$ cat src/sv/b64_pkg.sv
`timescale 1ns / 1ps
package b64_pkg;

    localparam int CFG_IDX_W  = 1;
    localparam int CFG_DATA_W = 1;

    localparam logic [CFG_IDX_W-1:0] CFG_DIRECTION = 1'd0;
    localparam logic [CFG_IDX_W-1:0] CFG_ALPHABET  = 1'd1;

    localparam logic DIR_ENCODE = 1'b0;
    localparam logic DIR_DECODE = 1'b1;

    localparam logic [7:0] CH_PAD       = 8'h3D;  // '='
    localparam logic [7:0] CH_PLUS      = 8'h2B;  // '+'
    localparam logic [7:0] CH_SLASH     = 8'h2F;  // '/'
    localparam logic [7:0] CH_MINUS     = 8'h2D;  // '-'
    localparam logic [7:0] CH_UNDERLINE = 8'h5F;  // '_'

    // One unit of work for the output side: up to four results from one group of input items.
    typedef struct packed {
        logic        encode;    // 1: word is read as sextets, 0: word is read as bytes
        logic        alpha;     // URL-safe alphabet
        logic [23:0] word;
        logic [1:0]  last_idx;  // number of results minus one
        logic [2:0]  data_cnt;  // encode: characters before the pads
        logic        last;
        logic        err;
    } t_job;

    function automatic logic [7:0] char_of(input logic [5:0] v, input logic alpha);
        logic [7:0] r;
        if (v < 6'd26) begin
            r = 8'h41 + {2'b00, v};
        end else if (v < 6'd52) begin
            r = 8'h61 + {2'b00, v - 6'd26};
        end else if (v < 6'd62) begin
            r = 8'h30 + {2'b00, v - 6'd52};
        end else if (v == 6'd62) begin
            r = alpha ? CH_MINUS : CH_PLUS;
        end else begin
            r = alpha ? CH_UNDERLINE : CH_SLASH;
        end
        return r;
    endfunction

    // Bit 6 set means the character is not in the selected alphabet.
    function automatic logic [6:0] sextet_of(input logic [7:0] c, input logic alpha);
        logic [6:0] r;
        if (c >= 8'h41 && c <= 8'h5A) begin
            r = 7'(c - 8'h41);
        end else if (c >= 8'h61 && c <= 8'h7A) begin
            r = 7'(c - 8'h61 + 8'd26);
        end else if (c >= 8'h30 && c <= 8'h39) begin
            r = 7'(c - 8'h30 + 8'd52);
        end else if (c == (alpha ? CH_MINUS : CH_PLUS)) begin
            r = 7'd62;
        end else if (c == (alpha ? CH_UNDERLINE : CH_SLASH)) begin
            r = 7'd63;
        end else begin
            r = 7'd64;
        end
        return r;
    endfunction

endpackage

$ cat src/sv/b64_in_if.sv
`timescale 1ns / 1ps
interface b64_in_if;
    logic       valid;
    logic       ready;
    logic [7:0] in_byte;
    logic       in_last;

    modport source (output valid, output in_byte, output in_last, input ready);
    modport sink (input valid, input in_byte, input in_last, output ready);
endinterface

$ cat src/sv/b64_out_if.sv
`timescale 1ns / 1ps
interface b64_out_if;
    logic       valid;
    logic       ready;
    logic [7:0] out_byte;
    logic       out_last;
    logic       decode_error;

    modport source (output valid, output out_byte, output out_last, output decode_error,
                    input ready);
    modport sink (input valid, input out_byte, input out_last, input decode_error,
                  output ready);
endinterface

$ cat src/sv/b64_front.sv
`timescale 1ns / 1ps
module b64_front (
    input  logic                      i_clk,
    input  logic                      i_rst_n,
    input  logic                      i_cfg_we,
    input  logic [b64_pkg::CFG_IDX_W-1:0]  i_cfg_idx,
    input  logic [b64_pkg::CFG_DATA_W-1:0] i_cfg_data,
    input  logic                      i_accept,
    input  logic [7:0]                i_byte,
    input  logic                      i_last,
    output logic                      o_push,
    output b64_pkg::t_job             o_job
);
    import b64_pkg::*;

    logic        r_dir;
    logic        r_alpha;
    logic [1:0]  r_gp;
    logic [17:0] r_held;
    logic [1:0]  r_pad;
    logic        r_err;
    logic [1:0]  n_gp;
    logic [17:0] n_held;
    logic [1:0]  n_pad;
    logic        n_err;

    always_comb begin
        logic [6:0] sx;
        logic       emitted;
        logic [1:0] gp_inc;
        n_gp    = r_gp;
        n_held  = r_held;
        n_pad   = r_pad;
        n_err   = r_err;
        o_push  = 1'b0;
        o_job   = '0;
        o_job.alpha = r_alpha;
        sx      = '0;
        emitted = 1'b0;
        gp_inc  = r_gp + 2'd1;
        if (i_accept) begin
            if (r_dir == DIR_ENCODE) begin
                o_job.encode   = 1'b1;
                o_job.last_idx = 2'd3;
                if (r_gp == 2'd2) begin
                    o_job.word     = {r_held[15:0], i_byte};
                    o_job.data_cnt = 3'd4;
                    o_job.last     = i_last;
                    o_push         = 1'b1;
                    n_gp           = '0;
                    n_held         = '0;
                end else begin
                    n_held = {2'b00, r_held[7:0], i_byte};
                    n_gp   = gp_inc;
                    if (i_last) begin
                        // Partial group: two or three characters, then pads.
                        if (gp_inc == 2'd1) begin
                            o_job.word     = {i_byte, 16'h0000};
                            o_job.data_cnt = 3'd2;
                        end else begin
                            o_job.word     = {r_held[7:0], i_byte, 8'h00};
                            o_job.data_cnt = 3'd3;
                        end
                        o_job.last = 1'b1;
                        o_push     = 1'b1;
                    end
                end
                if (i_last) begin
                    n_gp   = '0;
                    n_held = '0;
                    n_pad  = '0;
                    n_err  = 1'b0;
                end
            end else begin
                if (!n_err) begin
                    if (i_byte == CH_PAD) begin
                        if (r_gp < 2'd2) begin
                            n_err = 1'b1;
                        end else begin
                            n_pad = r_pad + 2'd1;
                        end
                    end else begin
                        sx = sextet_of(i_byte, r_alpha);
                        if (sx[6] || r_pad != 2'd0) begin
                            n_err = 1'b1;
                        end
                    end
                end
                if (!n_err) begin
                    if (r_gp == 2'd3) begin
                        o_job.word = {r_held, sx[5:0]};
                        if (n_pad != 2'd0 && !i_last) begin
                            // A padded group must close the message.
                            n_err = 1'b1;
                        end else begin
                            emitted        = 1'b1;
                            o_job.last_idx = 2'd2 - n_pad;
                        end
                        n_gp   = '0;
                        n_held = '0;
                        n_pad  = '0;
                    end else begin
                        n_held = {r_held[11:0], sx[5:0]};
                        n_gp   = gp_inc;
                    end
                end
                o_push = emitted;
                if (i_last) begin
                    o_push = 1'b1;
                    if (n_err || n_gp != 2'd0 || !emitted) begin
                        o_job.word     = '0;
                        o_job.last_idx = 2'd0;
                        o_job.err      = 1'b1;
                    end
                    o_job.last = 1'b1;
                    n_gp   = '0;
                    n_held = '0;
                    n_pad  = '0;
                    n_err  = 1'b0;
                end
            end
        end
    end

    always_ff @(posedge i_clk) begin
        if (!i_rst_n) begin
            r_dir   <= DIR_ENCODE;
            r_alpha <= 1'b0;
            r_gp    <= '0;
            r_held  <= '0;
            r_pad   <= '0;
            r_err   <= 1'b0;
        end else if (i_cfg_we) begin
            unique case (i_cfg_idx)
                CFG_DIRECTION: begin
                    r_dir  <= i_cfg_data[0];
                    r_gp   <= '0;
                    r_held <= '0;
                    r_pad  <= '0;
                    r_err  <= 1'b0;
                end
                CFG_ALPHABET: begin
                    r_alpha <= i_cfg_data[0];
                end
                default: begin
                end
            endcase
        end else begin
            r_gp   <= n_gp;
            r_held <= n_held;
            r_pad  <= n_pad;
            r_err  <= n_err;
        end
    end

endmodule

$ cat src/sv/b64_queue.sv
`timescale 1ns / 1ps
module b64_queue #(
    parameter int DEPTH = 2
) (
    input  logic          i_clk,
    input  logic          i_rst_n,
    input  logic          i_push,
    input  b64_pkg::t_job i_job,
    input  logic          i_pop,
    output logic          o_full,
    output logic          o_valid,
    output b64_pkg::t_job o_job
);
    import b64_pkg::*;

    localparam int PTR_W = $clog2(DEPTH);
    localparam int CNT_W = $clog2(DEPTH + 1);

    t_job             r_mem [DEPTH];
    logic [PTR_W-1:0] r_wr_ptr;
    logic [PTR_W-1:0] r_rd_ptr;
    logic [CNT_W-1:0] r_count;
    logic             wr_en;
    logic             rd_en;

    assign o_full  = (r_count == CNT_W'(DEPTH));
    assign o_valid = (r_count != '0);
    assign o_job   = r_mem[r_rd_ptr];
    assign wr_en   = i_push && !o_full;
    assign rd_en   = i_pop && o_valid;

    always_ff @(posedge i_clk) begin
        if (wr_en) begin
            r_mem[r_wr_ptr] <= i_job;
        end
    end

    always_ff @(posedge i_clk) begin
        if (!i_rst_n) begin
            r_wr_ptr <= '0;
            r_rd_ptr <= '0;
            r_count  <= '0;
        end else begin
            if (wr_en) begin
                r_wr_ptr <= (r_wr_ptr == PTR_W'(DEPTH - 1)) ? '0 : r_wr_ptr + 1'b1;
            end
            if (rd_en) begin
                r_rd_ptr <= (r_rd_ptr == PTR_W'(DEPTH - 1)) ? '0 : r_rd_ptr + 1'b1;
            end
            if (wr_en && !rd_en) begin
                r_count <= r_count + 1'b1;
            end else if (rd_en && !wr_en) begin
                r_count <= r_count - 1'b1;
            end
        end
    end

endmodule

$ cat src/sv/b64_back.sv
`timescale 1ns / 1ps
module b64_back (
    input  logic          i_clk,
    input  logic          i_rst_n,
    input  logic          i_valid,
    input  b64_pkg::t_job i_job,
    output logic          o_pop,
    b64_out_if.source     o_out
);
    import b64_pkg::*;

    logic [1:0] r_idx;
    logic       r_ov;
    logic [7:0] r_byte;
    logic       r_last;
    logic       r_derr;
    logic       emit;
    logic       final_res;
    logic [5:0] sext;
    logic [7:0] dbyte;
    logic [7:0] n_byte;

    assign emit      = i_valid && (!r_ov || o_out.ready);
    assign final_res = (r_idx == i_job.last_idx);
    assign o_pop     = emit && final_res;

    always_comb begin
        unique case (r_idx)
            2'd0: begin
                sext  = i_job.word[23:18];
                dbyte = i_job.word[23:16];
            end
            2'd1: begin
                sext  = i_job.word[17:12];
                dbyte = i_job.word[15:8];
            end
            2'd2: begin
                sext  = i_job.word[11:6];
                dbyte = i_job.word[7:0];
            end
            default: begin
                sext  = i_job.word[5:0];
                dbyte = 8'h00;
            end
        endcase
        if (i_job.encode) begin
            n_byte = ({1'b0, r_idx} < i_job.data_cnt) ? char_of(sext, i_job.alpha) : CH_PAD;
        end else begin
            n_byte = dbyte;
        end
    end

    always_ff @(posedge i_clk) begin
        if (!i_rst_n) begin
            r_idx <= '0;
            r_ov  <= 1'b0;
        end else begin
            if (emit) begin
                r_ov  <= 1'b1;
                r_idx <= final_res ? 2'd0 : r_idx + 2'd1;
            end else if (o_out.ready) begin
                r_ov <= 1'b0;
            end
        end
    end

    always_ff @(posedge i_clk) begin
        if (emit) begin
            r_byte <= n_byte;
            r_last <= i_job.last && final_res;
            r_derr <= i_job.err;
        end
    end

    assign o_out.valid        = r_ov;
    assign o_out.out_byte     = r_byte;
    assign o_out.out_last     = r_last;
    assign o_out.decode_error = r_derr;

endmodule

$ cat src/sv/base64_codec_core.sv
`timescale 1ns / 1ps
// Streaming Base64 encoder/decoder, one byte per item in and one byte per result out.
// The front stage takes an input item when it is offered while the queue has room, and
// writes any job it causes into a job queue of QUEUE_DEPTH entries; the output stage
// turns each job into one to four results, one per cycle while the consumer is ready,
// through a registered output. Input is accepted every cycle while the queue has room,
// so with a ready consumer decoding sustains one item per cycle, and encoding is held
// back by the single-result register: four results per three items. The first result
// of an item passes the job queue and the output register, if the output stage is idle.
// After a decode error the message gives one result with decode_error and out_last set;
// results already delivered for that message should be discarded by the consumer.
// Registers: index 0 selects direction (0 encode, 1 decode, writing it clears the
// message state), index 1 selects the URL-safe alphabet; write only while idle.
module base64_codec_core #(
    parameter int QUEUE_DEPTH = 2
) (
    input  logic                           i_clk,
    input  logic                           i_rst_n,
    input  logic                           i_cfg_we,
    input  logic [b64_pkg::CFG_IDX_W-1:0]  i_cfg_idx,
    input  logic [b64_pkg::CFG_DATA_W-1:0] i_cfg_data,
    b64_in_if.sink                         i_in,
    b64_out_if.source                      o_out
);
    import b64_pkg::*;

    logic full;
    logic accept;
    logic push;
    logic pop;
    logic q_valid;
    t_job front_job;
    t_job head_job;

    assign i_in.ready = !full;
    assign accept     = i_in.valid && !full;

    b64_front u_front (
        .i_clk      (i_clk),
        .i_rst_n    (i_rst_n),
        .i_cfg_we   (i_cfg_we),
        .i_cfg_idx  (i_cfg_idx),
        .i_cfg_data (i_cfg_data),
        .i_accept   (accept),
        .i_byte     (i_in.in_byte),
        .i_last     (i_in.in_last),
        .o_push     (push),
        .o_job      (front_job)
    );

    b64_queue #(
        .DEPTH (QUEUE_DEPTH)
    ) u_queue (
        .i_clk   (i_clk),
        .i_rst_n (i_rst_n),
        .i_push  (push),
        .i_job   (front_job),
        .i_pop   (pop),
        .o_full  (full),
        .o_valid (q_valid),
        .o_job   (head_job)
    );

    b64_back u_back (
        .i_clk   (i_clk),
        .i_rst_n (i_rst_n),
        .i_valid (q_valid),
        .i_job   (head_job),
        .o_pop   (pop),
        .o_out   (o_out)
    );

endmodule

$ cat src/flat_wrapper.sv
// flat-port wrapper written by rule: the top's interface ports become plain ports
module base64_codec_core_flat import b64_pkg::*;
#(
    parameter int QUEUE_DEPTH = 2
)
  (i_clk, i_rst_n, i_cfg_we, i_cfg_idx, i_cfg_data, i_in_valid, i_in_in_byte, i_in_in_last, i_in_ready, o_out_valid, o_out_out_byte, o_out_out_last, o_out_decode_error, o_out_ready);
  b64_in_if i_in_i ();
  b64_out_if o_out_i ();
  input  logic i_clk;
  input  logic i_rst_n;
  input  logic i_cfg_we;
  input  logic [b64_pkg::CFG_IDX_W-1:0] i_cfg_idx;
  input  logic [b64_pkg::CFG_DATA_W-1:0] i_cfg_data;
  input wire logic [$bits(i_in_i.valid)-1:0] i_in_valid;
  input wire logic [$bits(i_in_i.in_byte)-1:0] i_in_in_byte;
  input wire logic [$bits(i_in_i.in_last)-1:0] i_in_in_last;
  output wire logic [$bits(i_in_i.ready)-1:0] i_in_ready;
  output wire logic [$bits(o_out_i.valid)-1:0] o_out_valid;
  output wire logic [$bits(o_out_i.out_byte)-1:0] o_out_out_byte;
  output wire logic [$bits(o_out_i.out_last)-1:0] o_out_out_last;
  output wire logic [$bits(o_out_i.decode_error)-1:0] o_out_decode_error;
  input wire logic [$bits(o_out_i.ready)-1:0] o_out_ready;
  assign i_in_i.valid = i_in_valid;
  assign i_in_i.in_byte = i_in_in_byte;
  assign i_in_i.in_last = i_in_in_last;
  assign i_in_ready = i_in_i.ready;
  assign o_out_valid = o_out_i.valid;
  assign o_out_out_byte = o_out_i.out_byte;
  assign o_out_out_last = o_out_i.out_last;
  assign o_out_decode_error = o_out_i.decode_error;
  assign o_out_i.ready = o_out_ready;
  base64_codec_core #(.QUEUE_DEPTH(QUEUE_DEPTH)) u_core (.i_clk(i_clk), .i_rst_n(i_rst_n), .i_cfg_we(i_cfg_we), .i_cfg_idx(i_cfg_idx), .i_cfg_data(i_cfg_data), .i_in(i_in_i), .o_out(o_out_i));
endmodule
$ cat config.mk
export PLATFORM = sky130hd
export DESIGN_NAME = base64_codec_core_flat
export DESIGN_NICKNAME = d
export VERILOG_FILES = /design/src/sv/b64_pkg.sv /design/src/sv/b64_in_if.sv /design/src/sv/b64_out_if.sv /design/src/sv/b64_front.sv /design/src/sv/b64_queue.sv /design/src/sv/b64_back.sv /design/src/sv/base64_codec_core.sv /design/src/flat_wrapper.sv
export SDC_FILE = /design/constraint.sdc
export NUM_CORES = 1
export LEC_CHECK = 0
export ABC_AREA = 0
export ABC_CLOCK_PERIOD_IN_PS = 5870
export BUFFER_PORTS_ARGS = -buffer_cell sky130_fd_sc_hd__buf_2
export CAP_MARGIN = 10
export CORE_ASPECT_RATIO = 1.5
export CORE_MARGIN = 5
export CORE_UTILIZATION = 28
export DETAILED_ROUTE_END_ITERATION = 7
export PLACE_DENSITY = 0.53
export SLEW_MARGIN = 40
export SYNTH_ARGS = -nofsm -noshare
export SYNTH_HDL_FRONTEND = slang
export SYNTH_SLANG_ARGS = --single-unit
$ cat constraint.sdc
create_clock -name i_clk -period 5.87 [get_ports i_clk]
set_input_delay 0.2935 -clock i_clk [delete_from_list [all_inputs] [get_ports i_clk]]
set_output_delay 0.2935 -clock i_clk [all_outputs]
set_load 0.005 [all_outputs]
==> results of run 1 <==
## placed cells by master, fill, tap and decap left out, types with 10 or more instances in the layout
master and instances:
sky130_fd_sc_hd__a21oi_1 20, sky130_fd_sc_hd__a22o_1 14, sky130_fd_sc_hd__a22oi_1 14, sky130_fd_sc_hd__a31oi_1 10, sky130_fd_sc_hd__buf_2 27, sky130_fd_sc_hd__buf_4 11
sky130_fd_sc_hd__dfxtp_1 32, sky130_fd_sc_hd__edfxtp_1 76, sky130_fd_sc_hd__ha_1 31, sky130_fd_sc_hd__inv_1 32, sky130_fd_sc_hd__mux2_2 22, sky130_fd_sc_hd__mux2i_1 28
sky130_fd_sc_hd__nand2_1 76, sky130_fd_sc_hd__nand3_1 13, sky130_fd_sc_hd__nor2_1 34, sky130_fd_sc_hd__nor2b_1 11, sky130_fd_sc_hd__o211a_1 14, sky130_fd_sc_hd__o21ai_0 32
sky130_fd_sc_hd__xnor2_1 10, sky130_fd_sc_hd__xor2_1 10
## worst max-delay path, cell delays in order (launching register included)
cell	delay, ps
sky130_fd_sc_hd__dfxtp_1	380
sky130_fd_sc_hd__inv_1	160
sky130_fd_sc_hd__ha_1	460
sky130_fd_sc_hd__nand2_1	140
sky130_fd_sc_hd__a32oi_1	510
sky130_fd_sc_hd__ha_1	370
sky130_fd_sc_hd__o21ai_0	150
sky130_fd_sc_hd__a31oi_1	450
sky130_fd_sc_hd__mux2_2	250
sky130_fd_sc_hd__o221ai_1	100
sky130_fd_sc_hd__a21oi_1	210
sky130_fd_sc_hd__o21ai_0	100
## cell families after synthesis
logic type               after synthesis
XOR/XNOR                              20
multiplexers                          53
adder cells (fa/ha/maj)               31
AND/OR/NAND/NOR                      189
flip-flops                           109
buffers and inverters                 71
AO/OA/AOI/OAI                        189
## power breakdown
| group | leakage, nW | total, mW | switching (mW) | internal, mW |
|---|---|---|---|---|
| Clock | 0.140 | 0.578 | 0.281 | 0.296 |
| Combinational | 1.72 | 1.25 | 0.737 | 0.509 |
| Sequential | 0.984 | 1.05 | 0.0796 | 0.973 |
## per-stage QoR
| step | hold WS, ps | power, mW | area, um2 |
|---|---|---|---|
| finish | 229 | 2.88 | 7540 |
| CTS | 212 | 2.90 | 7530 |
| global route | 218 | 3.08 | 7540 |
| detailed placement | 467 | 2.32 | 7250 |
| floorplan | 442 | 1.98 | 6870 |
| global placement | 453 | 2.32 | 7230 |
## final timing paths
| check | start | end | slack, ps | cells past startpoint |
|---|---|---|---|---|
| hold / removal | i_cfg_data | u_core.u_front.r_dir$_SDFFE_PN0P_ | 230 | 3 |
| hold reg to reg | u_core.u_front.r_held[17]$_SDFFE_PN0P_ | u_core.u_front.r_held[17]$_SDFFE_PN0P_ | 470 | 2 |
| setup / recovery | u_core.u_back.r_idx[0]$_SDFFE_PN0P_ | u_core.u_back.o_out.out_byte[5]$_DFFE_PP_ | 2320 | 11 |
| setup reg to reg | u_core.u_back.r_idx[0]$_SDFFE_PN0P_ | u_core.u_back.o_out.out_byte[5]$_DFFE_PP_ | 2320 | 11 |
## state kept, by name, summed over array words and instances, names as in the netlist, named ones only
register and cells:
u_core.u_queue.r_mem 66, u_core.u_front.r_held 18, u_core.u_back.o_out.out_byte 8, u_core.u_back.r_idx 2, u_core.u_front.r_gp 2, u_core.u_front.r_pad 2, u_core.u_queue.r_count 2, u_core.u_back.o_out.decode_error 1
u_core.u_back.o_out.out_last 1, u_core.u_back.o_out.valid 1, u_core.u_front.r_alpha 1, u_core.u_front.r_dir 1, u_core.u_front.r_err 1, u_core.u_queue.r_rd_ptr 1, u_core.u_queue.r_wr_ptr 1
## layer usage
layer / track usage, % / vias up / share of wire, % / wire length [um]
met1: 14.1 / 2418 / 41 / 6900
met2: 22.8 / 84 / 55 / 9210
met5: 0 / - / 0 / 0
met3: 1.44 / 25 / 2.2 / 364
li1: - / 2511 / - / -
met4: 5.05 / 0 / 2.5 / 416
## synth_stat cells (all sizes together) (4+ instances only)
cell type   n
edfxtp     76
nand2      76
nor2       38
o21ai      37
dfxtp      33
inv        33
ha         31
mux2i      29
mux2       24
clkbuf     23
a21oi      20
a22o       15
a22oi      15
buf        15
o211a      14
nand3      13
a31oi      11
nor2b      11
xnor2      10
xor2       10
a221o       8
nand2b      7
nor3        6
a211oi      5
a21boi      5
a222oi      5
a32o        5
o21a        5
o31ai       5
a21o        4
a32oi       4
and3        4
nand3b      4
o2bb2ai     4
or3         4
## area by class of cell
cell class	count	area, um2	area share, %
multi-input combinational	482	3570	47.3
tap	324	405	5.38
clock inverter	6	52.6	0.697
inverter	33	124	1.64
timing repair buffer	38	218	2.89
clock buffer	10	229	3.04
sequential	109	2940	39.0
==> impl_metrics.sql, run 1 <==
INSERT INTO impl_metrics (metric_group, metric, value, unit) VALUES
('outcome', 'outcome', 'completed', ''),
('floorplan', 'floorplan.io_pins', '28', ''),
('finish', 'fraction_of_layout_instances_using_a_drive_strength_above_1', '15.6', '%'),
('synthesis', 'syn_area', '6870', 'um2'),
('sta', 'hold_viol', '0', ''),
('setup_path', 'cp.required', '5950', 'ps'),
('floorplan', 'number_of_standard_cell_rows_in_the_floorplan', '70', ''),
('floorplan', 'initial_utilization', '28.3', '%'),
('drt', 'drc', '0', ''),
('power_and_ir_drop', 'power.static_leakage', '2.84', 'nW'),
('synthesis', 'synth_cells', '662', ''),
('setup_path', 'critPathMaxFanout', '11', ''),
('synthesis', 'combinational_family_with_the_most_area_after_synthesis', 'compound AO/OA/AOI/OAI gates', ''),
('setup_path', 'worst_ep_arrival_time', '3630', 'ps'),
('synthesis', 'synth_largest_type_area_fraction', '33.2', '%'),
('synthesis', 'share_of_the_yosys_chip_area_belonging_to_registers', '42.9', '%'),
('floorplan', 'core', '24300', 'um2'),
('synthesis', 'avgSynthCellArea', '10.4', 'um2'),
('floorplan', 'die_ht', '202', 'um'),
('sta', 'slew_viol_final', '0', ''),
('synthesis', 'synth-compound-area-share', '21.2', '%'),
('clock_tree', 'worst_skew_pair.late_latency', '340', 'ps'),
('finish', 'fillers', '2552', ''),
('sta', 'setup_violations', '0', ''),
('place', 'place.detailed.instances', '986', ''),
('global_route', 'grt_pass1_vias', '5122', ''),
('global_route', 'antenna_violations_before_repair', '0', ''),
('synthesis', 'postSynth.topFlopCell', 'sky130_fd_sc_hd__edfxtp_1', ''),
('clock_tree', 'cts.path.max_buffers', '2', ''),
('global_route', 'globalRoute.totalOverflow', '0', ''),
('drt', 'num_vias', '5038', ''),
('clock_tree', 'path_clk_slew', '80', 'ps'),
('drt', 'antenna_violating_nets_post_route', '0', ''),
('clock_tree', 'clock-sinks', '109', ''),
('place', 'finalWeightedCongestion', '0.855', ''),
('synthesis', 'post_synth_num_cell_types', '86', ''),
('sta', 'grt_setup_unrepaired', 'no', ''),
('synthesis', 'yosys.area_share.adder', '5.65', '%'),
('clock_tree', 'cts_post_setup_buffers_inserted', '0', ''),
('synthesis', 'netlist.top_cell.by_area', 'sky130_fd_sc_hd__edfxtp_1', ''),
('finish', 'layoutNonFillerInstCount', '1002', ''),
('drt', 'drt-total-wl', '16900', 'um'),
('finish', 'final_core_util', '31.1', '%'),
('synthesis', 'synth_simple_gate_area_share', '13.8', '%'),
('synthesis', 'yosys.area_share.xor_xnor', '2.55', '%'),
('clock_tree', 'tritoncts.num_buffers', '9', ''),
('sta', 'max_freq', '282', 'MHz'),
('clock_tree', 'ctsHoldBuffers', '0', ''),
('synthesis', 'top_post_synthesis_cells_by_area', 'sky130_fd_sc_hd__edfxtp_1 33%, sky130_fd_sc_hd__dfxtp_1 9.6%, sky130_fd_sc_hd__ha_1 5.6%', ''),
('power_and_ir_drop', 'worst_ir_drop_vdd', '0.153', 'mV'),
('clock_tree', 'tritoncts', 'built', ''),
('place', 'portBuffers', '27', ''),
('finish', 'num-nets-final', '720', ''),
('hold_path', 'min-delay-path-class', 'input port to flop', ''),
('setup_path', 'worst_setup_path_start_kind', 'flop', ''),
('sta', 'layout_setup_ws', '2320', 'ps'),
('floorplan', 'die_w', '138', 'um'),
('floorplan', 'die-area', '27800', 'um2'),
('clock_tree', 'htreeDepth', '3', ''),
('global_route', 'global_route_wire_length_before_repair', '27300', 'um'),
('synthesis', 'postSynthNetCount', '709', ''),
('finish', 'diodes', '0', ''),
('drt', 'wire_per_inst', '16.9', 'um'),
('clock_tree', 'cts.root.buffer_cell', 'sky130_fd_sc_hd__clkbuf_16', ''),
('synthesis', 'yosysWarnings', '0', ''),
('finish', 'areaGrowthSynthToFinish', '9.80', '%'),
('sta', 'clock-skew-final', '15.5', 'ps'),
('flow_run', 'timing.max_cap.violations', '0', ''),
('drt', 'vias_per_cell', '5.03', ''),
('setup_path', 'timing.critical_path.to_type', 'flop', ''),
('synthesis', 'count_of_flip_flops_with_a_built_in_enable_after_synthesis', '76', '');
(Power assumes the default switching activity.)
==> run 2, diff against run 1 <==
--- a/config.mk
+++ b/config.mk
@@ -5,15 +5,15 @@
 export SDC_FILE = /design/constraint.sdc
 export NUM_CORES = 1
 export LEC_CHECK = 0
-export ABC_AREA = 0
-export ABC_CLOCK_PERIOD_IN_PS = 5870
+export ABC_AREA = 1
+export ABC_CLOCK_PERIOD_IN_PS = 3100
 export BUFFER_PORTS_ARGS = -buffer_cell sky130_fd_sc_hd__buf_2
 export CAP_MARGIN = 10
 export CORE_ASPECT_RATIO = 1.5
 export CORE_MARGIN = 5
 export CORE_UTILIZATION = 28
 export DETAILED_ROUTE_END_ITERATION = 7
-export PLACE_DENSITY = 0.53
+export PLACE_DENSITY = 0.55
 export SLEW_MARGIN = 40
 export SYNTH_ARGS = -nofsm -noshare
 export SYNTH_HDL_FRONTEND = slang
==> constraint.sdc (replaced) <==
create_clock -name i_clk -period 3.1 [get_ports i_clk]
set_input_delay 0.155 -clock i_clk [delete_from_list [all_inputs] [get_ports i_clk]]
set_output_delay 0.155 -clock i_clk [all_outputs]
set_load 0.005 [all_outputs]
==> impl_metrics.sql, run 2 <==
INSERT INTO impl_metrics (metric_group, metric, value, unit) VALUES
('sta', 'timing.hold.ws', '65.8', 'ps'),
('setup_path', 'worstSetupPathType', 'flop to flop', ''),
('global_route', 'overall_global_routing_usage', '14.1', '%'),
('global_route', 'maximum_number_of_pins_on_one_net_before_global_route_repair', '34', ''),
('power_and_ir_drop', 'cellPowerDensity', '721', 'nW/um2'),
('finish', 'largest_register_ff_count', '66', ''),
('setup_path', 'worstRegToRegCells', '20', ''),
('floorplan', 'die-area', '28100', 'um2'),
('sta', 'timing.final.crit_share', '90.6', '%'),
('place', 'detailed_place_hpwl', '15700', 'um'),
('finish', 'diodes', '0', ''),
('power_and_ir_drop', 'power.combinational.fraction', '46.5', '%'),
('floorplan', 'number_of_standard_cell_rows_in_the_floorplan', '70', ''),
('finish', 'layout.cells.most_common', 'sky130_fd_sc_hd__nand2_1', ''),
('setup_path', 'critPathMaxFanout', '11', ''),
('clock_tree', 'cts.path.max_buffers', '2', ''),
('setup_path', 'critical-path-top-cell-by-count', 'sky130_fd_sc_hd__nand2_1', ''),
('place', 'place.detailed.instances', '1278', ''),
('floorplan', 'die_ht', '203', 'um'),
('setup_path', 'timing.critical_path.cells', 'inv_2 -> ha_1 -> buf_12 -> o21a_1 -> o21ai_1 -> nand2_1 -> inv_1 -> a31oi_2 -> buf_4 -> ha_1 -> inv_2 -> nand2_1 -> nand2_1 -> nand2_1 -> xnor2_1 -> nand2_1 -> nand3_1 -> nand2_1 -> nand2_1 -> nand2_1', ''),
('drt', 'wire_per_inst', '15.3', 'um'),
('power_and_ir_drop', 'internal_power', '3.42', 'mW'),
('setup_path', 'worst_ep_arrival_time', '2910', 'ps'),
('setup_path', 'timing.reg2reg.setup_slack', '290', 'ps'),
('finish', 'num-nets-final', '1012', ''),
('synthesis', 'netlist.top_cell.by_area', 'sky130_fd_sc_hd__edfxtp_1', ''),
('power_and_ir_drop', 'totalPowerFinal', '5.85', 'mW'),
('power_and_ir_drop', 'power.static_leakage', '3.48', 'nW'),
('flow_run', 'timing.max_cap.violations', '0', ''),
('global_route', 'grt_pass1_vias', '6203', ''),
('finish', 'final_core_util', '33.2', '%'),
('setup_path', 'path_buf_inv', '5', ''),
('synthesis', 'synth_largest_type_area_fraction', '32.9', '%'),
('drt', 'drc', '0', ''),
('clock_tree', 'cts.root.buffer_cell', 'sky130_fd_sc_hd__clkbuf_16', ''),
('floorplan', 'core', '24400', 'um2'),
('sta', 'setup_violations', '0', ''),
('drt', 'detailedRoute.firstPassIterationCount', '7', ''),
('floorplan', 'initial_utilization', '28.4', '%'),
('power_and_ir_drop', 'power.net_switching', '2.43', 'mW'),
('drt', 'detailedRoute.firstIterationViolations', '457', ''),
('sta', 'max-slew-margin-rel', '52.3', '%'),
('setup_path', 'worst_flop_to_flop_path_endpoint', 'u_core.u_back.o_out.out_byte[4]$_DFFE_PP_', ''),
('sta', 'slew_viol_final', '0', ''),
('place', 'portBuffers', '27', ''),
('power_and_ir_drop', 'seqPwrFrac', '33.0', '%'),
('clock_tree', 'tritoncts.num_buffers', '9', ''),
('setup_path', 'worst_setup_path_start_kind', 'flop', ''),
('synthesis', 'top_post_synthesis_cells_by_area', 'sky130_fd_sc_hd__edfxtp_1 33%, sky130_fd_sc_hd__nand2_1 13%, sky130_fd_sc_hd__dfxtp_1 9.5%', ''),
('global_route', 'globalRoute.totalOverflow', '0', ''),
('clock_tree', 'clock-sinks', '109', ''),
('synthesis', 'synthArstFlopShare', '0', '%'),
('synthesis', 'post_synth_num_cell_types', '45', ''),
('floorplan', 'die_w', '139', 'um'),
('synthesis', 'synth_top_cells_by_count', '238 x sky130_fd_sc_hd__nand2_1, 100 x sky130_fd_sc_hd__inv_1, 86 x sky130_fd_sc_hd__nor2_1, 82 x sky130_fd_sc_hd__nand3_1, 76 x sky130_fd_sc_hd__edfxtp_1', ''),
('synthesis', 'ys_ff_latch', '109', ''),
('sta', 'max_freq', '356', 'MHz'),
('synthesis', 'synth_cells', '904', ''),
('setup_path', 'timing.rr.start', 'u_core.u_back.r_idx[1]$_SDFFE_PN0P_', ''),
('drt', 'drt-total-wl', '19700', 'um'),
('place', 'finalWeightedCongestion', '0.892', ''),
('setup_path', 'timing.critical_path.to_type', 'flop', ''),
('hold_path', 'min-delay-path-class', 'input port to flop', ''),
('clock_tree', 'path_clk_slew', '80', 'ps'),
('finish', 'fillers', '2576', ''),
('synthesis', 'syn_area', '6940', 'um2'),
('power_and_ir_drop', 'worst_ir_drop_vdd', '0.302', 'mV'),
('finish', 'layoutNonFillerInstCount', '1294', ''),
('finish', 'areaGrowthSynthToFinish', '17.0', '%'),
('synthesis', 'postSynth.topFlopCell', 'sky130_fd_sc_hd__edfxtp_1', ''),
('sta', 'clock-skew-final', '18.3', 'ps'),
('drt', 'antenna_violating_nets_post_route', '0', ''),
('sta', 'hold_viol', '0', ''),
('synthesis', 'yosys.cell_count.top_type', 'sky130_fd_sc_hd__nand2_1', ''),
('hold_path', 'number_of_cells_on_the_worst_hold_path', '2', ''),
('floorplan', 'floorplan.io_pins', '28', ''),
('hold_path', 'worstHoldStart', 'i_cfg_data', ''),
('finish', 'largest_register_by_flop_count', 'u_core.u_queue.r_mem', ''),
('setup_path', 'critical-path-slowest-cell', 'sky130_fd_sc_hd__dfxtp_2', ''),
('setup_path', 'critical-path-top-delay-family', 'simple AND/OR/NAND/NOR gates', ''),
('finish', 'fraction_of_layout_instances_using_a_drive_strength_above_1', '14.2', '%'),
('global_route', 'antenna_violations_before_repair', '0', ''),
('setup_path', 'startpoint', 'u_core.u_back.r_idx[1]$_SDFFE_PN0P_', ''),
('hold_path', 'worst_hold_path_endpoint', 'u_core.u_front.r_dir$_SDFFE_PN0P_', ''),
('power_and_ir_drop', 'p_clk_share', '20.6', '%'),
('sta', 'setup-tns-final', '0', 'ps'),
('sta', 'fin_crit', '2810', 'ps'),
('sta', 'worst_slew_pin_slew', '708', 'ps'),
('drt', 'num_vias', '6188', ''),
('setup_path', 'worst_path_largest_cell_delay', '390', 'ps'),
('sta', 'grt_setup_unrepaired', 'no', ''),
('synthesis', 'share_of_the_yosys_chip_area_belonging_to_registers', '42.4', '%'),
('setup_path', 'cp.required', '3210', 'ps'),
('drt', 'vias_per_cell', '4.78', ''),
('power_and_ir_drop', 'power_switching_share', '41.6', '%'),
('outcome', 'outcome', 'completed', ''),
('synthesis', 'yosysWarnings', '0', ''),
('clock_tree', 'worst_skew_pair.late_latency', '360', 'ps'),
('clock_tree', 'htreeDepth', '3', ''),
('synthesis', 'count_of_flip_flops_with_a_built_in_enable_after_synthesis', '76', ''),
('clock_tree', 'tritoncts', 'built', ''),
('finish', 'mostFrequentLayoutCells', '237 x sky130_fd_sc_hd__nand2_1, 97 x sky130_fd_sc_hd__inv_1, 84 x sky130_fd_sc_hd__nor2_1', ''),
('synthesis', 'postSynthNetCount', '951', ''),
('synthesis', 'avgSynthCellArea', '7.68', 'um2'),
('global_route', 'global_route_wire_length_before_repair', '32200', 'um');
[run 2: cell count changes after synthesis, moves of 14 or more]
cell                       previous run  this run
sky130_fd_sc_hd__inv_1               32       100
sky130_fd_sc_hd__o21ai_0             32        68
sky130_fd_sc_hd__a21oi_1             20        48
sky130_fd_sc_hd__nand3_1             13        82
sky130_fd_sc_hd__mux2i_1             28         3
sky130_fd_sc_hd__o211ai_1             1        15
sky130_fd_sc_hd__a22o_1              14         0
sky130_fd_sc_hd__o211a_1             14         0
sky130_fd_sc_hd__nor2_1              37        86
sky130_fd_sc_hd__mux2_2              22         0
sky130_fd_sc_hd__nand2_1             76       238
[run 2: worst max path at each step]
stage          slack [ps]                                        end  cells past startpoint
6_report              290  u_core.u_back.o_out.out_byte[4]$_DFFE_PP_                     20
5_1_grt                 2  u_core.u_back.o_out.out_byte[4]$_DFFE_PP_                     21
4_1_cts               120  u_core.u_back.o_out.out_byte[3]$_DFFE_PP_                     14
3_5_place_dp         -180     u_core.u_queue.r_count[1]$_SDFFE_PN0P_                     20
3_3_place_gp         -170     u_core.u_queue.r_count[1]$_SDFFE_PN0P_                     20
2_1_floorplan          30     u_core.u_queue.r_count[1]$_SDFFE_PN0P_                     21
[run 2: logic make-up (layout without fill, tap and decap cells)]
| logic type | Yosys count | count (layout) | synth area share, % |
|---|---|---|---|
| AO/OA/AOI/OAI | 161 | 161 | 13.3 |
| adder cells (fa/ha/maj) | 31 | 31 | 5.59 |
| flip-flops | 109 | 109 | 42.4 |
| XOR/XNOR | 18 | 18 | 2.27 |
| AND/OR/NAND/NOR | 446 | 446 | 27.8 |
| multiplexers | 3 | 3 | 0.433 |
| buffers and inverters | 136 | 202 | 8.20 |
[run 2: power by group through the flow]
stage / sequential (mW) / clock [mW] / combinational (mW)
floorplan: 1.95 / 0 / 1.81
global placement: 1.96 / 0 / 2.68
detailed placement: 1.96 / 0 / 2.70
CTS: 1.93 / 1.24 / 2.71
global route: 1.95 / 1.29 / 3.10
finish: 1.93 / 1.20 / 2.72
[run 2: metal layers]
layer	vias up	global-route usage (%)	wire [um]	share of wire, %
met5	-	0	0	0
met4	0	7.66	1050	5.3
met3	66	1.77	733	3.7
met2	185	26.7	10400	53
met1	2811	15.1	7530	38
li1	3126	-	-	-
[run 2: stage by stage]
step                setup slack (ps)  cell area (um2)
floorplan                       30.6             6950
global placement                -166             7760
detailed placement              -183             7760
CTS                              119             8090
global route                    2.05             8120
finish                           292             8120
[run 2: layout make-up]
class	count	area (um2)	share of cell area (%)
multi-input combinational	659	3470	42.7
clock inverter	6	70.1	0.863
sequential	109	2940	36.3
tap	324	405	4.99
clock buffer	10	250	3.08
inverter	109	409	5.04
timing repair buffer	77	573	7.06
[run 2: timing repair]
item	CTS	global route
hold buffers	0	0
hold endpoints to repair	0	0
resized for setup	0	15
setup endpoints to repair	0	9
setup buffers	0	0
[run 2: worst reg2reg max path, delay by kind of cell (launching register included)]
kind / cells / cell delay (ps)
buffers and inverters: 5 / 580
flip-flops: 1 / 390
AND/OR/NAND/NOR: 9 / 680
AO/OA/AOI/OAI: 3 / 300
XOR/XNOR: 1 / 180
adder cells (fa/ha/maj): 2 / 440
